`config.mk`:
```
export PLATFORM = sky130hd
export DESIGN_NAME = css_front
export DESIGN_NICKNAME = d
export VERILOG_FILES = /design/src/hdl/css_pkg.sv /design/src/hdl/css_front.sv
export SDC_FILE = /design/constraint.sdc
export NUM_CORES = 2
export LEC_CHECK = 0
export CORE_AREA = 2 2 343 345
export DETAILED_ROUTE_END_ITERATION = 8
export DIE_AREA = 0 0 345 347
export DONT_BUFFER_PORTS = 1
export PLACE_DENSITY_LB_ADDON = 0.12
export SLEW_MARGIN = 40
export SYNTH_ARGS = -nofsm -noshare
export SYNTH_HDL_FRONTEND = slang
export SYNTH_SLANG_ARGS = --single-unit
```
`constraint.sdc`:
```
create_clock -name clk -period 16.5 [get_ports clk]
set_input_delay 3.3 -clock clk [delete_from_list [all_inputs] [get_ports clk]]
set_output_delay 3.3 -clock clk [all_outputs]
set_load 0.05 [all_outputs]
```
`src/hdl/css_pkg.sv`:
```
// ----------------------------------------------------------------------------
// css_pkg
// Shared widths, queue depth and a clog2 helper for the streaming cosine similarity core.
// ----------------------------------------------------------------------------
package css_pkg;

    localparam int DEF_MAX_ELEMENTS = 4096;
    localparam int DEF_SAMPLE_BITS  = 16;
    localparam int ELEM_W = 16;
    localparam int SIM_W  = 16;
    localparam int QDEPTH = 2;

    function automatic int clog2c(input int v);
        int r;
        r = 0;
        while ((1 << r) < v) r = r + 1;
        return r;
    endfunction

endpackage

```
`src/hdl/css_front.sv`:
```
// ----------------------------------------------------------------------------
// css_front
// Accumulates dot product and squared norms; posts finished vector sums.
// ----------------------------------------------------------------------------
module css_front
    import css_pkg::*;
#(
    parameter int MAX_ELEMENTS = DEF_MAX_ELEMENTS,
    parameter int SAMPLE_BITS  = DEF_SAMPLE_BITS,
    parameter int CNT_W  = clog2c(MAX_ELEMENTS + 1),
    parameter int NORM_W = 2 * SAMPLE_BITS - 2 + clog2c(MAX_ELEMENTS + 1),
    parameter int DOT_W  = NORM_W + 1
)
(
    input  logic                     clk,
    input  logic                     rst_n,
    input  logic                     in_valid,
    output logic                     in_ready,
    input  logic signed [ELEM_W-1:0] elem_a,
    input  logic signed [ELEM_W-1:0] elem_b,
    input  logic                     last_element,
    output logic                     q_valid,
    input  logic                     q_ready,
    output logic signed [DOT_W-1:0]  q_dot,
    output logic [NORM_W-1:0]        q_na,
    output logic [NORM_W-1:0]        q_nb,
    output logic                     q_ovf
);

    localparam int PW = 2 * SAMPLE_BITS;

    logic signed [DOT_W-1:0] dot_reg;
    logic [NORM_W-1:0]       na_reg, nb_reg;
    logic [CNT_W-1:0]        cnt_reg;
    logic                    ovf_reg;

    logic signed [DOT_W-1:0] dq_reg [QDEPTH];
    logic [NORM_W-1:0]       aq_reg [QDEPTH];
    logic [NORM_W-1:0]       bq_reg [QDEPTH];
    logic                    oq_reg [QDEPTH];
    logic                    wp_reg, rp_reg;
    logic [1:0]              fill_reg;

    logic signed [SAMPLE_BITS-1:0] sa, sb;
    logic signed [PW-1:0]          pab, paa, pbb;
    logic                          take, acc_ok, push, pop;
    logic signed [DOT_W-1:0]       dot_next;
    logic [NORM_W-1:0]             na_next, nb_next;
    logic                          ovf_next;

    assign sa = elem_a[SAMPLE_BITS-1:0];
    assign sb = elem_b[SAMPLE_BITS-1:0];
    assign pab = sa * sb;
    assign paa = sa * sa;
    assign pbb = sb * sb;

    assign in_ready = (fill_reg != 2'(QDEPTH)) || !last_element;
    assign take     = in_valid && in_ready;
    assign push     = take && last_element;
    assign pop      = q_valid && q_ready;
    assign acc_ok   = cnt_reg < CNT_W'(MAX_ELEMENTS);

    always_comb
    begin
        dot_next = dot_reg;
        na_next  = na_reg;
        nb_next  = nb_reg;
        ovf_next = ovf_reg;
        if (acc_ok)
        begin
            dot_next = dot_reg + DOT_W'(pab);
            na_next  = na_reg + NORM_W'($unsigned(paa));
            nb_next  = nb_reg + NORM_W'($unsigned(pbb));
        end
        else
            ovf_next = 1'b1;
    end

    always_ff @(posedge clk or negedge rst_n)
    begin
        if (!rst_n)
        begin
            dot_reg  <= '0;
            na_reg   <= '0;
            nb_reg   <= '0;
            cnt_reg  <= '0;
            ovf_reg  <= 1'b0;
            wp_reg   <= 1'b0;
            rp_reg   <= 1'b0;
            fill_reg <= '0;
        end
        else
        begin
            if (take)
            begin
                if (last_element)
                begin
                    dot_reg <= '0;
                    na_reg  <= '0;
                    nb_reg  <= '0;
                    cnt_reg <= '0;
                    ovf_reg <= 1'b0;
                end
                else
                begin
                    dot_reg <= dot_next;
                    na_reg  <= na_next;
                    nb_reg  <= nb_next;
                    ovf_reg <= ovf_next;
                    if (acc_ok)
                        cnt_reg <= cnt_reg + 1'b1;
                end
            end
            if (push)
                wp_reg <= ~wp_reg;
            if (pop)
                rp_reg <= ~rp_reg;
            if (push && !pop)
                fill_reg <= fill_reg + 1'b1;
            else if (pop && !push)
                fill_reg <= fill_reg - 1'b1;
        end
    end

    always_ff @(posedge clk)
    begin
        if (push)
        begin
            dq_reg[wp_reg] <= dot_next;
            aq_reg[wp_reg] <= na_next;
            bq_reg[wp_reg] <= nb_next;
            oq_reg[wp_reg] <= ovf_next;
        end
    end

    assign q_valid = fill_reg != '0;
    assign q_dot   = dq_reg[rp_reg];
    assign q_na    = aq_reg[rp_reg];
    assign q_nb    = bq_reg[rp_reg];
    assign q_ovf   = oq_reg[rp_reg];

    a_fill_max: assert property (@(posedge clk) disable iff (!rst_n)
        fill_reg <= 2'(QDEPTH)) else $error("queue overfill");
    a_no_push_full: assert property (@(posedge clk) disable iff (!rst_n)
        (fill_reg == 2'(QDEPTH)) |-> !push) else $error("push into full queue");
    a_cnt_max: assert property (@(posedge clk) disable iff (!rst_n)
        cnt_reg <= CNT_W'(MAX_ELEMENTS)) else $error("count overrun");

endmodule

```
* Word level (Yosys, flattened, before mapping) *
Memory sizes are Yosys's and may differ from the RTL's.
Index checks and enable logic that the tools add are counted.

operators by class
  bitwise logic cells = 2
  mux-type cells = 14
  order comparisons = 1
  multipliers = 3
  equality and inequality tests = 1
  $add $sub $neg = 6
  reduce and logical (&&, ||, !) cells = 13

operators by type and width
  cell                                                 number
  two-way mux 43 bit                                   4
  multiplier 16 x 16 -> 32 bit                         3
  two-way mux 44 bit                                   2
  adder 43 x 32 -> 43 bit                              2
  adder 44 x 32 -> 44 bit                              1
  two-way mux 13 bit                                   2
  adder 13 x 1 -> 13 bit (second input constant)       1
  less-than comparator 13 bit (second input constant)  1
  nonzero test 2 bit                                   3
  logical AND 1 bit                                    5
  two-way mux 1 bit                                    4
  two-way mux 2 bit                                    2
  logical NOT 1 bit                                    3
  adder 2 x 1 -> 2 bit (second input constant)         1
  != test 2 bit (second input constant)                1
  inverter 1 bit                                       2
  AND reduction 2 bit                                  1
  subtractor 2 x 1 -> 2 bit (second input constant)    1
  logical OR 1 bit                                     1

word-level totals
  register bits = 148
  input bits = 37
  memories = 4
  logic and storage cells = 52
  bits in writable memories = 262
  output and inout bits = 133

memories
  name    depth  bits a word  read ports  clocked after memory_dff  write ports  line             text
  dq_reg  2      44           1           0                         1            css_front.sv:37  logic signed [DOT_W-1:0] dq_reg [QDEPTH];
  aq_reg  2      43           1           0                         1            css_front.sv:38  logic [NORM_W-1:0] aq_reg [QDEPTH];
  bq_reg  2      43           1           0                         1            css_front.sv:39  logic [NORM_W-1:0] bq_reg [QDEPTH];
  oq_reg  2      1            1           0                         1            css_front.sv:40  logic oq_reg [QDEPTH];

* Logic depth before layout (Yosys ltp) *
  depth in word-level cells = 8
  mapped depth = 36
  mapped depth without buffers = 33

* Least setup slack after synthesis *
OpenSTA, ideal clock, no wires.

  path type = input-to-reg
  start = in last_element
  end = mem aq_reg[0][0] in the netlist's numbering, enable pin
  setup time = 0.783 ns
  path slack = 2.289 ns
  stages = 6
  data arrival time = 13.428 ns
  path through = clkbuf_1 > nand3b_1 > nand2_1 > clkbuf_1 > buf_1 > nor3_1

between the ends
  word-level cells in the longest chain between the ends = 6

RTL lines
  element                                  line              text
  start, declared                          css_front.sv:21   input logic last_element,
  logical NOT 1 bit                        css_front.sv:57   assign in_ready = (fill_reg != 2'(QDEPTH)) || !last_element;
  logical OR 1 bit                         css_front.sv:57
  net in_ready                             css_front.sv:18   output logic in_ready,
  logical AND 1 bit                        css_front.sv:58   assign take = in_valid && in_ready;
  logical AND 1 bit                        css_front.sv:59   assign push = take && last_element;
  two-way mux 1 bit                        css_front.sv:127  if (push)
  two-way mux 1 bit (not written as such)  css_front.sv:130  aq_reg[wp_reg] <= na_next;
  end, declared                            css_front.sv:38

The timed path passes the listed nets, and every way through them passes these cells.

* Worst setup path after layout *
  start = in elem_a[2]
  end = mem aq_reg[1][42] in the netlist's numbering, data pin

between the ends
  word-level cells in the longest chain between the ends = 3

RTL lines
  element                       line             text
  start, declared               css_front.sv:19  input logic signed [ELEM_W-1:0] elem_a,
  multiplier 16 x 16 -> 32 bit  css_front.sv:54  assign paa = sa * sa;
  adder 43 x 32 -> 43 bit       css_front.sv:72  na_next = na_reg + NORM_W'($unsigned(paa));
  two-way mux 43 bit            css_front.sv:69  if (acc_ok)
  net na_next[42]               css_front.sv:48  logic [NORM_W-1:0] na_next, nb_next;

The timed path passes the listed nets, and every way through them passes these cells.

==> flow_summary.yaml <==
global_routing:
  grt_pass1_wl_um: 211000
  grt-ovfl-total: 0
  grt_start_max_net_pins: 149
  antenna_found_initial: 3
  grt_pass1_vias: 36600
  grtUsageTotal_pct: 22.9
routing:
  antenna_left: 0
  routedWlPerCell_um: 20.8
  wl_um: 135000
  drtIter0Drc: 1660
  remaining_drc_errors: 0
  vias: 34500
  vias_per_cell: 5.32
  first_pass_iters: 7
final_layout:
  nets: 6141
  final_common_cell: "inv_1"
  final_cell_mix: "999 x inv_1, 820 x fa_1, 570 x nand2_1"
  largest_register_ffs: 88
  area_growth_pct: 5.34
  fill_cells: 11100
  layout-drive-gt1-share_pct: 5.44
synth:
  syn-cell-area_um2: 50900
  postSynthCellCount: 5063
  ys_warn_count: 0
  syn_avg_cell_area_um2: 10.0
  synthArstFlopShare_pct: 36.1
  ys_seq_area_share_pct: 22.8
  syn_nets: 6287
  ys_ff_latch: 410
  synth_top_flop_cell: "edfxtp_1"
  synth-edff-count: 262
  yosys.cell_types.count: 87
critical_path:
  crit_fanout: 28
  critPathArrivalTime_ns: 11.69
  start_kind: "input pin"
  slowest_stage: "a221oi_1"
  cp_data_required_time_ns: 16.79
  crit_top_cell: "fa_1"
  critPathKind: "input pin to flip-flop"
  critPathMaxStageDelay_ns: 0.61
  end_kind: "flip-flop"
sta:
  fin_skew_ns: 0.0259
  min_period_over_period_pct: 69.1
  finalSetupViolCount: 0
  drv_slew: 0
  slew_headroom_pct: 33.3
  rsz0062_at_grt: "false"
  worstMarginPinSlew_ns: 0.991
  fmax_mhz: 87.7
  fin_crit_ns: 11.40
  finalSetupTns_ns: 0
  setup_ws_ns: 5.10
  finalHoldViolCount: 0
hold_path:
  min_path_type: "flip-flop to flip-flop"
clock_tree:
  cts_tree: "built"
  ctsHoldBuffers: 0
  cts_made_buffers: 40
  clk_pin_slew_ns: 0.07
  cts.sinks: 410
  htree_levels: 2
  post_cts_buffers: 0
  clk-insertion-delay-late_ns: 0.56
  cts_buffer_depth: 3
  root_buffer: "clkbuf_16"
  postCtsResizedCells: 0
place:
  gp_congestion: 0.891
  hpwl_um: 104000
  place_ws_ns: 4.57
  port_buffers: 0
floorplanning:
  die_w_um: 345
  std_cell_rows: 125
  io_pins: 170
  core_um2: 116000
  start_util_pct: 43.9
  dieHeight_um: 347
  die_area_um2: 120000
job:
  drv_cap: 0
run_status:
  status: "completed"
[synthesized netlist by cell type, types with 49 or more instances]
cell,number,area [µm²]
a21oi_1,145,726
nor2_1,170,638
inv_1,999,3750
ha_1,366,4580
xor2_1,70,613
a22o_1,49,429
dfrtp_1,148,3700
nand3_1,56,280
clkbuf_1,192,721
o21ai_0,219,1100
mux2_2,143,1610
nand2_1,572,2150
edfxtp_1,262,7870
and2_1,174,1090
a21o_1,75,563
fa_1,821,16400
xnor2_1,139,1220
[per-stage QoR]
stage	util, %	hold slack (ns)	std cells	area, µm²
final	46.3	0.495	6475	53600
after global routing	46.3	0.522	6472	53600
after CTS	46.3	0.494	6472	53600
after detailed placement	45.1	0.485	6399	52200
after global placement	45.1	0.475	6398	52100
after floorplan	-	0.455	5063	50900
[cell type report]
| class | instances | area, µm² | area share, % |
|---|---|---|---|
| Clock inverter | 29 | 349 | 0.652 |
| Sequential cell | 410 | 11600 | 21.6 |
| Tap cell | 1524 | 1910 | 3.56 |
| Timing Repair Buffer | 21 | 178 | 0.332 |
| Antenna cell | 3 | 7.51 | 0.0140 |
| Clock buffer | 44 | 1040 | 1.93 |
| Inverter | 1002 | 3760 | 7.02 |
| Multi-Input combinational cell | 3442 | 34700 | 64.9 |
[layer usage]
| layer | routed length [µm] | GRT usage (%) |
|---|---|---|
| met1 | 52800 | 27.2 |
| met2 | 72000 | 42.7 |
| met3 | 4830 | 2.80 |
| met4 | 4780 | 7.22 |
| met5 | 13 | 0 |
[critical path, delay by kind of cell]
family          cells  cell delay (ns)
compound gates      9             2.09
buf+inv             5             0.53
xor+xnor            3             0.59
fa+ha+maj           8             3.54
simple gates        6             1.61
[logic make-up (layout without fill, tap and decap cells)]
logic type / count (synthesis) / count (layout) / share of synthesized area [%]
mux: 151 / 151 / 3.32
xor+xnor: 209 / 209 / 3.60
fa+ha+maj: 1187 / 1187 / 41.3
compound gates: 733 / 733 / 9.54
buf+inv: 1211 / 1096 / 8.96
simple gates: 1162 / 1162 / 10.5
flops: 410 / 410 / 22.8
other cells: 0 / 3 / 0
[worst paths after layout]
check / start / to / slack (ns) / cells after the start
min in group asynchronous: rst_n / nb_reg[5] / 2.44 / 0
max reg2reg: dot_reg[15] / dq_reg[0][36] / 10.02 / 19
min reg2reg: fill_reg[1] / fill_reg[1] / 0.49 / 1
max in group asynchronous: rst_n / dot_reg[33] / 13.75 / 0
max: elem_a[2] / aq_reg[1][42] / 5.10 / 31
min: fill_reg[1] / fill_reg[1] / 0.49 / 1
Power is left out: the tool's default activity adds up to more than one toggle a clock period on the data nets, which glitch-free logic cannot reach.
